## src/cfp_pkg.sv

```systemverilog
// Package of the command frame parser: frame layout, status and state codes,
// control and status structures and the CRC-16 byte update.
// Depends on nothing; used by every module of the parser.
package cfp_pkg;

  localparam logic [7:0]  SYNC_FIRST  = 8'hA5;
  localparam logic [7:0]  SYNC_SECOND = 8'h5A;
  localparam logic [15:0] CRC_POLY    = 16'h1021;
  localparam logic [15:0] CRC_INIT    = 16'hFFFF;
  localparam logic [15:0] CRC_MSB     = 16'h8000;

  localparam int POS_SYNC1    = 0;
  localparam int POS_SYNC2    = 1;
  localparam int POS_VERSION  = 2;
  localparam int POS_TYPE     = 3;
  localparam int POS_RID0     = 4;
  localparam int POS_RID1     = 5;
  localparam int POS_RID2     = 6;
  localparam int POS_RID3     = 7;
  localparam int POS_COMMAND  = 8;
  localparam int POS_STATUS   = 9;
  localparam int POS_LEN_LO   = 10;
  localparam int POS_LEN_HI   = 11;
  localparam int HEADER_BYTES = 12;
  localparam int FRAME_OVERHEAD = 14;

  localparam int CFG_INDEX_W = 4;
  localparam logic [CFG_INDEX_W-1:0] CFG_EXPECTED_VERSION  = 4'd0;
  localparam logic [CFG_INDEX_W-1:0] CFG_COMMAND_TYPE_CODE = 4'd1;

  localparam int OUT_TDATA_W = 64;

  typedef enum logic [1:0] {
    FS_NONE     = 2'd0,
    FS_ERROR    = 2'd1,
    FS_COMPLETE = 2'd2
  } frame_status_t;

  typedef enum logic [1:0] {
    CS_IDLE,
    CS_READ,
    CS_SEND
  } ctrl_state_t;

  typedef struct packed {
    logic accept;
    logic rd_start;
    logic send;
  } ctrl_cmd_t;

  typedef struct packed {
    logic out_free;
    logic readout_req;
    logic idx_last;
  } dp_status_t;

  function automatic logic [15:0] crc_feed(input logic [15:0] crc, input logic [7:0] b);
    logic [15:0] c;
    c = crc ^ {b, 8'h00};
    for (int i = 0; i < 8; i++) begin
      if ((c & CRC_MSB) != 16'h0000) begin
        c = {c[14:0], 1'b0} ^ CRC_POLY;
      end else begin
        c = {c[14:0], 1'b0};
      end
    end
    return c;
  endfunction

endpackage

```

## src/cfp_ctrl.sv

```systemverilog
// Controller of the command frame parser: byte acceptance and payload readout sequencing.
// Depends on cfp_pkg; drives the datapath cfp_datapath through ctrl_cmd_t.
module cfp_ctrl (
  input  logic                  clk,
  input  logic                  rst_n,
  input  logic                  in_tvalid,
  output logic                  in_tready,
  input  cfp_pkg::dp_status_t   sts,
  output cfp_pkg::ctrl_cmd_t    cmd
);

  cfp_pkg::ctrl_state_t state_r, state_nxt;

  always_ff @(posedge clk) begin
    if (!rst_n) begin
      state_r <= cfp_pkg::CS_IDLE;
    end else begin
      state_r <= state_nxt;
    end
  end

  always_comb begin
    state_nxt    = state_r;
    in_tready    = 1'b0;
    cmd.accept   = 1'b0;
    cmd.rd_start = 1'b0;
    cmd.send     = 1'b0;
    unique case (state_r)
      cfp_pkg::CS_IDLE: begin
        in_tready  = sts.out_free;
        cmd.accept = in_tvalid && sts.out_free;
        if (cmd.accept && sts.readout_req) begin
          state_nxt = cfp_pkg::CS_READ;
        end
      end
      cfp_pkg::CS_READ: begin
        cmd.rd_start = 1'b1;
        state_nxt    = cfp_pkg::CS_SEND;
      end
      cfp_pkg::CS_SEND: begin
        if (sts.out_free) begin
          cmd.send  = 1'b1;
          state_nxt = sts.idx_last ? cfp_pkg::CS_IDLE : cfp_pkg::CS_READ;
        end
      end
      default: begin
        state_nxt = cfp_pkg::CS_IDLE;
      end
    endcase
  end

endmodule

```

## src/cfp_datapath.sv

```systemverilog
// Datapath of the command frame parser: frame position, header fields, running CRC,
// payload memory, configuration registers and the output register.
// Depends on cfp_pkg; sequenced by cfp_ctrl.
module cfp_datapath #(
  parameter int MAX_PAYLOAD = 32
) (
  input  logic                              clk,
  input  logic                              rst_n,
  input  logic [7:0]                        in_tdata,
  input  logic                              cfg_valid,
  input  logic [cfp_pkg::CFG_INDEX_W-1:0]   cfg_index,
  input  logic [7:0]                        cfg_data,
  output logic                              out_tvalid,
  input  logic                              out_tready,
  output logic [cfp_pkg::OUT_TDATA_W-1:0]   out_tdata,
  output logic                              out_tlast,
  input  cfp_pkg::ctrl_cmd_t                cmd,
  output cfp_pkg::dp_status_t               sts
);

  localparam int LW = $clog2(MAX_PAYLOAD + 1);
  localparam int PW = $clog2(MAX_PAYLOAD + cfp_pkg::FRAME_OVERHEAD);
  localparam int IW = (MAX_PAYLOAD > 1) ? $clog2(MAX_PAYLOAD) : 1;

  logic [7:0]    exp_ver_r;
  logic [7:0]    cmd_type_r;
  logic [PW-1:0] pos_r, pos_nxt;
  logic [15:0]   crc_r, crc_nxt;
  logic [7:0]    crc_lo_r;
  logic [7:0]    ver_r, typ_r, command_r, stat_r, len_lo_r;
  logic [31:0]   rid_r;
  logic [LW-1:0] len_r;
  logic [IW-1:0] idx_r;
  logic [7:0]    rd_data_r;
  logic [7:0]    mem [MAX_PAYLOAD];

  logic                           out_valid_r;
  logic [cfp_pkg::OUT_TDATA_W-1:0] out_data_r, out_data_nxt;
  logic                           out_last_r, out_last_nxt;

  logic [PW-1:0]   hdr_end;
  logic [15:0]     len16;
  logic [15:0]     crc_fed;
  logic            in_payload;
  logic            in_crc_lo;
  logic            mem_we;
  logic            frame_ok;
  logic            len_zero;
  logic            readout_req;
  cfp_pkg::frame_status_t byte_status;
  logic            byte_complete;
  logic            out_load;

  assign hdr_end  = PW'(cfp_pkg::HEADER_BYTES) + PW'(len_r);
  assign len16    = {in_tdata, len_lo_r};
  assign crc_fed  = cfp_pkg::crc_feed(crc_r, in_tdata);
  assign len_zero = (len_r == '0);
  assign frame_ok = (ver_r == exp_ver_r) && (typ_r == cmd_type_r) && (stat_r == 8'h00) &&
                    ({in_tdata, crc_lo_r} == crc_r);

  always_comb begin
    pos_nxt       = pos_r;
    crc_nxt       = crc_r;
    in_payload    = 1'b0;
    in_crc_lo     = 1'b0;
    byte_status   = cfp_pkg::FS_NONE;
    byte_complete = 1'b0;
    readout_req   = 1'b0;
    priority if (pos_r == PW'(cfp_pkg::POS_SYNC1)) begin
      if (in_tdata == cfp_pkg::SYNC_FIRST) begin
        pos_nxt = PW'(cfp_pkg::POS_SYNC2);
      end
    end else if (pos_r == PW'(cfp_pkg::POS_SYNC2)) begin
      if (in_tdata == cfp_pkg::SYNC_SECOND) begin
        pos_nxt = PW'(cfp_pkg::POS_VERSION);
        crc_nxt = cfp_pkg::CRC_INIT;
      end else if (in_tdata != cfp_pkg::SYNC_FIRST) begin
        pos_nxt = PW'(cfp_pkg::POS_SYNC1);
      end
    end else if (pos_r < PW'(cfp_pkg::HEADER_BYTES)) begin
      crc_nxt = crc_fed;
      pos_nxt = pos_r + PW'(1);
      if (pos_r == PW'(cfp_pkg::POS_LEN_HI) && len16 > 16'(MAX_PAYLOAD)) begin
        pos_nxt     = PW'(cfp_pkg::POS_SYNC1);
        crc_nxt     = cfp_pkg::CRC_INIT;
        byte_status = cfp_pkg::FS_ERROR;
      end
    end else if (pos_r < hdr_end) begin
      in_payload = 1'b1;
      crc_nxt    = crc_fed;
      pos_nxt    = pos_r + PW'(1);
    end else if (pos_r == hdr_end) begin
      in_crc_lo = 1'b1;
      pos_nxt   = pos_r + PW'(1);
    end else begin
      pos_nxt = PW'(cfp_pkg::POS_SYNC1);
      crc_nxt = cfp_pkg::CRC_INIT;
      if (!frame_ok) begin
        byte_status = cfp_pkg::FS_ERROR;
      end else if (len_zero) begin
        byte_status   = cfp_pkg::FS_COMPLETE;
        byte_complete = 1'b1;
      end else begin
        readout_req = 1'b1;
      end
    end
  end

  assign sts.readout_req = readout_req;

  assign mem_we = cmd.accept && in_payload;

  always_ff @(posedge clk) begin
    if (!rst_n) begin
      exp_ver_r  <= 8'd1;
      cmd_type_r <= 8'd0;
    end else if (cfg_valid) begin
      unique case (cfg_index)
        cfp_pkg::CFG_EXPECTED_VERSION:  exp_ver_r  <= cfg_data;
        cfp_pkg::CFG_COMMAND_TYPE_CODE: cmd_type_r <= cfg_data;
        default: begin
        end
      endcase
    end
  end

  always_ff @(posedge clk) begin
    if (!rst_n) begin
      pos_r    <= '0;
      crc_r    <= cfp_pkg::CRC_INIT;
      crc_lo_r <= 8'h00;
    end else if (cmd.accept) begin
      pos_r <= pos_nxt;
      crc_r <= crc_nxt;
      if (in_crc_lo) begin
        crc_lo_r <= in_tdata;
      end else if (pos_nxt == PW'(cfp_pkg::POS_SYNC1)) begin
        crc_lo_r <= 8'h00;
      end
    end
  end

  always_ff @(posedge clk) begin
    if (cmd.accept) begin
      unique case (pos_r)
        PW'(cfp_pkg::POS_VERSION): ver_r          <= in_tdata;
        PW'(cfp_pkg::POS_TYPE):    typ_r          <= in_tdata;
        PW'(cfp_pkg::POS_RID0):    rid_r[7:0]     <= in_tdata;
        PW'(cfp_pkg::POS_RID1):    rid_r[15:8]    <= in_tdata;
        PW'(cfp_pkg::POS_RID2):    rid_r[23:16]   <= in_tdata;
        PW'(cfp_pkg::POS_RID3):    rid_r[31:24]   <= in_tdata;
        PW'(cfp_pkg::POS_COMMAND): command_r      <= in_tdata;
        PW'(cfp_pkg::POS_STATUS):  stat_r         <= in_tdata;
        PW'(cfp_pkg::POS_LEN_LO):  len_lo_r       <= in_tdata;
        PW'(cfp_pkg::POS_LEN_HI):  len_r          <= LW'(len16);
        default: begin
        end
      endcase
    end
  end

  always_ff @(posedge clk) begin
    if (mem_we) begin
      mem[IW'(pos_r - PW'(cfp_pkg::HEADER_BYTES))] <= in_tdata;
    end
    if (cmd.rd_start) begin
      rd_data_r <= mem[idx_r];
    end
  end

  always_ff @(posedge clk) begin
    if (cmd.accept && readout_req) begin
      idx_r <= '0;
    end else if (cmd.send) begin
      idx_r <= idx_r + IW'(1);
    end
  end

  assign sts.idx_last = ((LW'(idx_r) + LW'(1)) == len_r);
  assign sts.out_free = !out_valid_r || out_tready;

  assign out_load = (cmd.accept && !readout_req) || cmd.send;

  always_comb begin
    out_data_nxt = '0;
    out_last_nxt = 1'b1;
    if (cmd.send) begin
      out_data_nxt[1:0]   = cfp_pkg::FS_COMPLETE;
      out_data_nxt[33:2]  = rid_r;
      out_data_nxt[41:34] = command_r;
      out_data_nxt[47:42] = 6'(len_r);
      out_data_nxt[55:48] = rd_data_r;
      out_data_nxt[60:56] = 5'(idx_r);
      out_last_nxt        = sts.idx_last;
    end else begin
      out_data_nxt[1:0] = byte_status;
      if (byte_complete) begin
        out_data_nxt[33:2]  = rid_r;
        out_data_nxt[41:34] = command_r;
      end
    end
  end

  always_ff @(posedge clk) begin
    if (!rst_n) begin
      out_valid_r <= 1'b0;
    end else if (out_load) begin
      out_valid_r <= 1'b1;
    end else if (out_tready) begin
      out_valid_r <= 1'b0;
    end
  end

  always_ff @(posedge clk) begin
    if (out_load) begin
      out_data_r <= out_data_nxt;
      out_last_r <= out_last_nxt;
    end
  end

  assign out_tvalid = out_valid_r;
  assign out_tdata  = out_data_r;
  assign out_tlast  = out_last_r;

endmodule

```

## src/command_frame_parser.sv

```systemverilog
// Top level of the command frame parser: byte stream in, frame results out.
// Timing: a byte's result stands in the output register in the cycle after its transaction;
// the first payload result of a good frame follows through the read and send states.
// Throughput: one byte per cycle while hunting and collecting and the output register is free;
// then the payload is read byte by byte from the memory's single port, input held off.
// Reset (rst_n, synchronous, active low) clears the hunt, the CRC and the output valid flag,
// sets the config defaults; header, payload and output data stay, with no clearing pass.
module command_frame_parser #(
  parameter int MAX_PAYLOAD = 32
) (
  input  logic                              clk,
  input  logic                              rst_n,
  // in_tdata: data_byte[7:0]
  input  logic                              in_tvalid,
  output logic                              in_tready,
  input  logic [7:0]                        in_tdata,
  // out_tdata: status[1:0], request_id[33:2], command[41:34], payload_length[47:42],
  // payload_byte[55:48], payload_index[60:56], zero[63:61]
  output logic                              out_tvalid,
  input  logic                              out_tready,
  output logic [cfp_pkg::OUT_TDATA_W-1:0]   out_tdata,
  output logic                              out_tlast,
  input  logic                              cfg_valid,
  output logic                              cfg_ready,
  input  logic [cfp_pkg::CFG_INDEX_W-1:0]   cfg_index,
  input  logic [7:0]                        cfg_data
);

  cfp_pkg::ctrl_cmd_t  cmd;
  cfp_pkg::dp_status_t sts;

  assign cfg_ready = 1'b1;

  cfp_ctrl u_ctrl (
    .clk       (clk),
    .rst_n     (rst_n),
    .in_tvalid (in_tvalid),
    .in_tready (in_tready),
    .sts       (sts),
    .cmd       (cmd)
  );

  cfp_datapath #(
    .MAX_PAYLOAD (MAX_PAYLOAD)
  ) u_datapath (
    .clk        (clk),
    .rst_n      (rst_n),
    .in_tdata   (in_tdata),
    .cfg_valid  (cfg_valid),
    .cfg_index  (cfg_index),
    .cfg_data   (cfg_data),
    .out_tvalid (out_tvalid),
    .out_tready (out_tready),
    .out_tdata  (out_tdata),
    .out_tlast  (out_tlast),
    .cmd        (cmd),
    .sts        (sts)
  );

endmodule

```

## config.mk

```make
export PLATFORM = sky130hd
export DESIGN_NAME = command_frame_parser
export DESIGN_NICKNAME = d
export VERILOG_FILES = /design/src/cfp_pkg.sv /design/src/cfp_ctrl.sv /design/src/cfp_datapath.sv /design/src/command_frame_parser.sv
export SDC_FILE = /design/constraint.sdc
export NUM_CORES = 1
export LEC_CHECK = 0
export ABC_CLOCK_PERIOD_IN_PS = 4400
export BUFFER_PORTS_ARGS = -buffer_cell sky130_fd_sc_hd__clkbuf_2
export CAP_MARGIN = 30
export CORE_MARGIN = 2
export CORE_UTILIZATION = 28
export DETAILED_ROUTE_END_ITERATION = 7
export GPL_ROUTABILITY_DRIVEN = 0
export PLACE_DENSITY = 0.42
export REMOVE_ABC_BUFFERS = 1
export SETUP_SLACK_MARGIN = 0.2
export SYNTH_ARGS = -nofsm -noshare
export SYNTH_HDL_FRONTEND = slang
export SYNTH_HIERARCHICAL = 1
export SYNTH_SLANG_ARGS = --single-unit
export TNS_END_PERCENT = 10
```

## constraint.sdc

```tcl
create_clock -name clk -period 4.4 [get_ports clk]
set_input_delay 0.22 -clock clk [delete_from_list [all_inputs] [get_ports clk]]
set_output_delay 0.22 -clock clk [all_outputs]
set_load 0.02 [all_outputs]
```

# == Yosys cells after proc, flatten, opt, wreduce, memory -nomap -nowiden ==
# Memory sizes are Yosys's and may differ from the RTL's. A register that Yosys moved wholly into a read port is not among the register bits.
# Index checks and enable logic that the tools add are counted.
# op_classes
addsub,5
order_cmp,3
eq_ne,26
muxes,71
bitwise_logic,10
reduce_logical,37
# op_table
cell,count
2-to-1 mux 13 bit,8
2-to-1 mux 16 bit,6
2-to-1 mux 6 bit,9
2-to-1 mux 42 bit,1
2-to-1 mux 40 bit,1
2-to-1 mux 1 bit,34
AND reduction 2 bit,14
== test 6 x 3 -> 1 bit (second input constant),4
== test 6 x 4 -> 1 bit (second input constant),4
inverter 3 bit,8
logical NOT 6 bit,3
2-to-1 mux 2 bit,9
== test 16 bit,1
== test 8 bit,2
greater-than comparator 16 x 6 -> 1 bit (second input constant),1
2-to-1 mux 8 bit,2
XOR 16 bit,1
== test 6 x 2 -> 1 bit (second input constant),2
== test 6 bit,2
logical AND 1 bit,9
== test 8 x 7 -> 1 bit (second input constant),1
== test 8 bit (second input constant),1
logical NOT 8 bit,1
inequality test 8 bit (second input constant),1
23 further kinds,27
# word_totals
reg_bits,194
ram_bits,256
in_bits,25
elab_cells,176
n_memories,1
# memory_table
memory,depth,word_bits,read_ports,rd_ports_with_merged_regs,write_ports,line_no,source
u_datapath.mem,32,8,1,1,1,cfp_datapath.sv:35,logic [7:0] mem [MAX_PAYLOAD];

# == Logic depth before layout (Yosys ltp) ==
# logic_depth
ltp_word,20
depth_mapped,12
ltp_nobuf,11

# == Hierarchy ==
# The synthesis kept the hierarchy.
# modules_own_cells
module,n_inst,cells_per_inst,area_each_um2,seq_area_each_um2
cfp_datapath,1,1054,18370.1,13172.6
cfp_ctrl,1,13,131.4,40.0
command_frame_parser,1,2,11.3,0.0

# == Least setup slack after synthesis ==
# OpenSTA, ideal clock, no wires.
# synth_path
path_kind,flip-flop to flip-flop
start,register u_datapath.len_r[3]
end,"register u_datapath.out_data_r, in the netlist u_datapath/out_tdata[0] (enable)"
setup_time_ns,0.677
t_arrival_ns,3.307
slack_ns,0.416
stages_incl_launch_ff,11
period_less_slack_ns,3.984
cell_sequence,edfxtp_1 inv_1 ha_1 xor2_1 ha_1 nand4_1 o21bai_1 a21oi_1 nand2_1 o31ai_1 nand2_1
# synth_between
elab_chain_len,11
word_cells_on_any_way,14
cone_classes,add/sub (1); order compare (1); eq/ne (1); mux (7); reduce/logical (4)
# synth_rtl
item,line_no,source
"start, declared",cfp_datapath.sv:32,logic [LW-1:0] len_r;
"start signal, assigned",cfp_datapath.sv:155,PW'(cfp_pkg::POS_LEN_HI): len_r <= LW'(len16);
branches (longest 4 deep; another with adder 4 x 6 -> 6 bit),n/a,
2-to-1 mux 1 bit (*),cfp_datapath.sv:88,end else if (pos_r < hdr_end) begin
2-to-1 mux 1 bit (*),cfp_datapath.sv:80,end else if (pos_r < PW'(cfp_pkg::HEADER_BYTES)) begin
2-to-1 mux 1 bit (*),cfp_datapath.sv:73,end else if (pos_r == PW'(cfp_pkg::POS_SYNC2)) begin
2-to-1 mux 1 bit (*),cfp_datapath.sv:69,priority if (pos_r == PW'(cfp_pkg::POS_SYNC1)) begin
logical NOT 1 bit (*),cfp_datapath.sv:182,assign out_load = (cmd.accept && !readout_req) || cmd.send;
logical AND 1 bit (*),cfp_datapath.sv:182,
logical OR 1 bit (*),cfp_datapath.sv:182,
via u_datapath.out_load,cfp_datapath.sv:52,logic out_load;
"end signal, assigned",cfp_datapath.sv:216,out_data_r <= out_data_nxt;
"end, declared",cfp_datapath.sv:38,"logic [cfp_pkg::OUT_TDATA_W-1:0] out_data_r, out_data_nxt;"
# Mark *: on every way through the listed nets, which the timed path passes.
# A chain may end at the register's enable or synchronous reset.

# == Final worst setup path ==
# layout_path
start,register u_datapath.len_r[2]
end,memory u_datapath.mem[26][5] (enable)
# layout_between
elab_chain_len,9
# layout_rtl
item,line_no,source
adder 4 x 6 -> 6 bit,cfp_datapath.sv:54,assign hdr_end = PW'(cfp_pkg::HEADER_BYTES) + PW'(len_r);
less-than comparator 6 bit,cfp_datapath.sv:88,
2-to-1 mux 1 bit,cfp_datapath.sv:88,
2-to-1 mux 1 bit,cfp_datapath.sv:80,
2-to-1 mux 1 bit,cfp_datapath.sv:73,
2-to-1 mux 1 bit,cfp_datapath.sv:69,
logical AND 1 bit,cfp_datapath.sv:111,assign mem_we = cmd.accept && in_payload;
2-to-1 mux 1 bit,cfp_datapath.sv:163,if (mem_we) begin
2-to-1 mux 1 bit (not written as such),cfp_datapath.sv:164,mem[IW'(pos_r - PW'(cfp_pkg::HEADER_BYTES))] <= in_tdata;
"end, declared",cfp_datapath.sv:35,
# Every way passes these cells.

==> qor.csv <==
metric,value,unit
crit start category,register,
largest cells by area after synthesis,"edfxtp_1 (66%), mux4_2 (9.7%), dfxtp_1 (5.8%), xnor2_1 (2.2%), nor2b_1 (1.5%)",
WL final,50.36,mm
post-synthesis cell type count,68,
"commonest non-fill, non-tap cell in the layout",edfxtp_1,
Synth-to-Final Area Change,18.87,%
kind of critical path,reg2reg,
Slew @ Worst Pin,1008,ps
sequential share of power,0.508,
Crit-path slowest cell,nor2_1,
switching part of the total,0.2180,
total global-route track usage,0.1499,
worst skew pair latency,590,ps
YS warnings,6,
vias in the first global route,10470,
"setup slack, reg-to-reg",550,ps
Hold WC Path Type,in2reg,
max cap viols,0,
row count,94,
Switch Pwr,2.056,mW
run status,finished clean,
chip width,261.1,um
Post-synth EDFFs,404,
R2R Path Start,u_datapath/len_r[2]$_DFFE_PP_,
hpwl dp,32.15,mm
Max-slew headroom,0.3231,
area share of the largest cell type after synthesis,0.6553,
fmax,259.4,MHz
Max Slew Vio Count,0,
largest family of logic cells by synthesized area,multiplexers,
DRT Pass-1 Iters,8,
gr ovfl total,0,
Comb pwr share,0.045,
DRC,0,
postcts setup bufs,0,
Synth area leader,edfxtp_1,
Crit Path Max Fanout,8,
Finished Layout Cells,2136,
initial core utilization,0.2821,
ANT cells,0,
"Cell Area, Synth",0.01851,sq mm
"Top cell by count, worst path",ha_1,
min cycle time layout,3855,ps
RSZ-0062 raised after global routing,no,
Via-to-Cell Ratio,4.624,
most frequent cells in the layout,"edfxtp_1 (404), clkbuf_2 (88), mux4_2 (80)",
Final Skew,27.59,ps
final hold slack,92.48,ps
CTS buffer count,52,
layout cells sized above 1,0.2728,
Sink Count,458,
IO Port Bufs,88,
post-synthesis adder-cell area fraction,0.01081,
nets@finish,1271,
Pwr Density,428.6,mW/mm^2
Worst Setup SP,u_datapath/len_r[2]$_DFFE_PP_,
Yosys reg bits,458,
Min-Delay Startpoint,rst_n,
R2R cell count,9,
Worst path max stage delay,700,ps
Max VDD drop,0.0003085,V
CTS tree,built,
fraction of registers with async set/reset,0,
clock slew at reported path FFs,60,ps
crit end category,register,
register area share after synthesis,0.7137,
Mapped Cells,1069,
Clock power frac,0.447,
CTS Buffer Depth,3,
Die Area,0.06819,sq mm
pin count of the biggest net entering global routing,57,
Synth Area per Inst,17.32,sq um
Int Power,7.376,mW
hold path depth,3,
global-route wire length before repair,74.04,mm
most common flop cell mapped by yosys,edfxtp_1,
Hold EP,u_datapath/crc_r[4]$_SDFFE_PN1P_,
Routed WL per cell,23.57,um
1st-iter DRT viols,685,
setup violators final,0,
Synth Area in Compound Gates,0.03683,
# H-tree levels,2,
"antenna viol nets, final",0,
xor/xnor cell area share of the yosys netlist,0.02933,
Die Y,261.1,um
I/O pins,93,
clock root cell,clkbuf_16,
dpl cells,2031,
Vias,9877,
worst path arrival time,4070,ps
CP cell instances,"inv_1, ha_1, xor2_1, ha_1, nand4_1, o21ba_2, nor4_1, nand2_1, nor2_1",
post-route setup TNS,0,ps
final hold vios,0,
simple-gate share of the synthesized area,0.07610,
R2R Path End,u_datapath/mem[26][5]$_DFFE_PP_,
core area,0.06563,sq mm
mux cell area share after synthesis,0.1162,
Pleak,7.178,nW
initial antenna violation count,0,
final worst path period share,0.8761,
CP required,4620,ps
## worst max-delay path, delay by kind of cell (launching register included)
kind	cells	cell delay, ps
AO/OA/AOI/OAI	1	200
XOR/XNOR	1	160
adder cells (fa/ha/maj)	2	450
buffers and inverters	1	160
flip-flops	1	450
AND/OR/NAND/NOR	4	2060
## repair_timing
| action | in CTS | in global routing |
|---|---|---|
| hold endpoints to repair | 17 | 0 |
| resized for setup | 0 | 0 |
| hold buffers | 9 | 0 |
## worst max path at each step
stage / slack [ps] / cells after the start / end
2_1_floorplan: -80 / 3 / u_datapath/rd_data_r[0]$_DFFE_PP_
3_3_place_gp: 790 / 8 / u_datapath/mem[10][1]$_DFFE_PP_
3_5_place_dp: 620 / 9 / u_datapath/mem[10][0]$_DFFE_PP_
4_1_cts: 610 / 9 / u_datapath/mem[10][0]$_DFFE_PP_
5_1_grt: 390 / 9 / u_datapath/mem[10][7]$_DFFE_PP_
6_report: 550 / 9 / u_datapath/mem[26][5]$_DFFE_PP_
## cell usage after synthesis (2+ instances only)
cell type,count
edfxtp_1,404
mux4_2,80
nor2_1,67
dfxtp_1,54
nand2_1,50
xnor2_1,47
nor2b_1,44
and2_1,26
clkbuf_1,25
a21oi_1,19
inv_1,17
mux2i_1,17
ha_1,16
mux2_2,16
xor2_1,15
buf_1,12
nand3_1,12
nor3_1,11
a31oi_1,10
a41oi_1,10
nand4_1,10
o22ai_2,10
o21ai_0,9
buf_4,7
nor4_1,7
o22ai_1,7
nand2b_1,6
and3_1,4
buf_2,4
o21a_1,3
o31ai_1,3
or3_1,3
a221oi_1,2
a32oi_1,2
conb_1,2
nand3b_1,2
nand4bb_1,2
nor3_2,2
nor3b_1,2
nor3b_2,2
## routing by layer
| layer | share of wire | global-route usage | vias up |
|---|---|---|---|
| met2 | 0.49 | 0.2464 | 217 |
| met5 | 0 | 0 | - |
| met3 | 0.047 | 0.03146 | 51 |
| met1 | 0.45 | 0.2034 | 5120 |
| met4 | 0.018 | 0.03504 | 0 |
| li1 | - | - | 4489 |
## state kept, by name, indices dropped and copies added (netlist names), 16 cells and up
register / count
u_datapath/crc_r: 16
u_datapath/mem: 256
u_datapath/out_tdata: 61
u_datapath/rid_r: 32
## kinds of logic (layout without fill, tap and decap cells)
| group | after synthesis | count (layout) |
|---|---|---|
| AO/OA/AOI/OAI | 89 | 89 |
| XOR/XNOR | 62 | 62 |
| adder cells (fa/ha/maj) | 16 | 16 |
| buffers and inverters | 67 | 268 |
| flip-flops | 458 | 458 |
| multiplexers | 113 | 113 |
| other | 2 | 4 |
| AND/OR/NAND/NOR | 262 | 262 |
## power by group through the flow
stage,registers [mW],logic [mW],clock network (mW)
final,4.79,0.427,4.22
after global routing,4.79,0.458,4.52
after CTS,4.79,0.440,4.35
after detailed placement,4.88,0.433,0
after global placement,4.88,0.434,0
after floorplan,4.92,0.172,0
## area by class of cell
cell class / count / area, sq um
Clock buffer: 61 / 1335
Clock inverter: 35 / 321.6
Fill cell: 6385 / 43620
Inverter: 17 / 63.81
Multi-Input combinational cell: 546 / 5009
Sequential cell: 458 / 13220
Tap cell: 864 / 1081
Timing Repair Buffer: 155 / 978.4
## per-stage QoR
stage | util | power (mW) | instance area (sq um) | setup slack (ps)
2_1_floorplan | - | 5.095 | 18280 | -76.74
3_3_place_gp | 0.3086 | 5.316 | 20250 | 793.2
3_5_place_dp | 0.3087 | 5.315 | 20260 | 621.2
4_1_cts | 0.3353 | 9.577 | 22010 | 607.0
5_1_grt | 0.3353 | 9.769 | 22010 | 392.1
6_report | 0.3353 | 9.432 | 22010 | 545.1
Power figures use the tool's default switching activity.
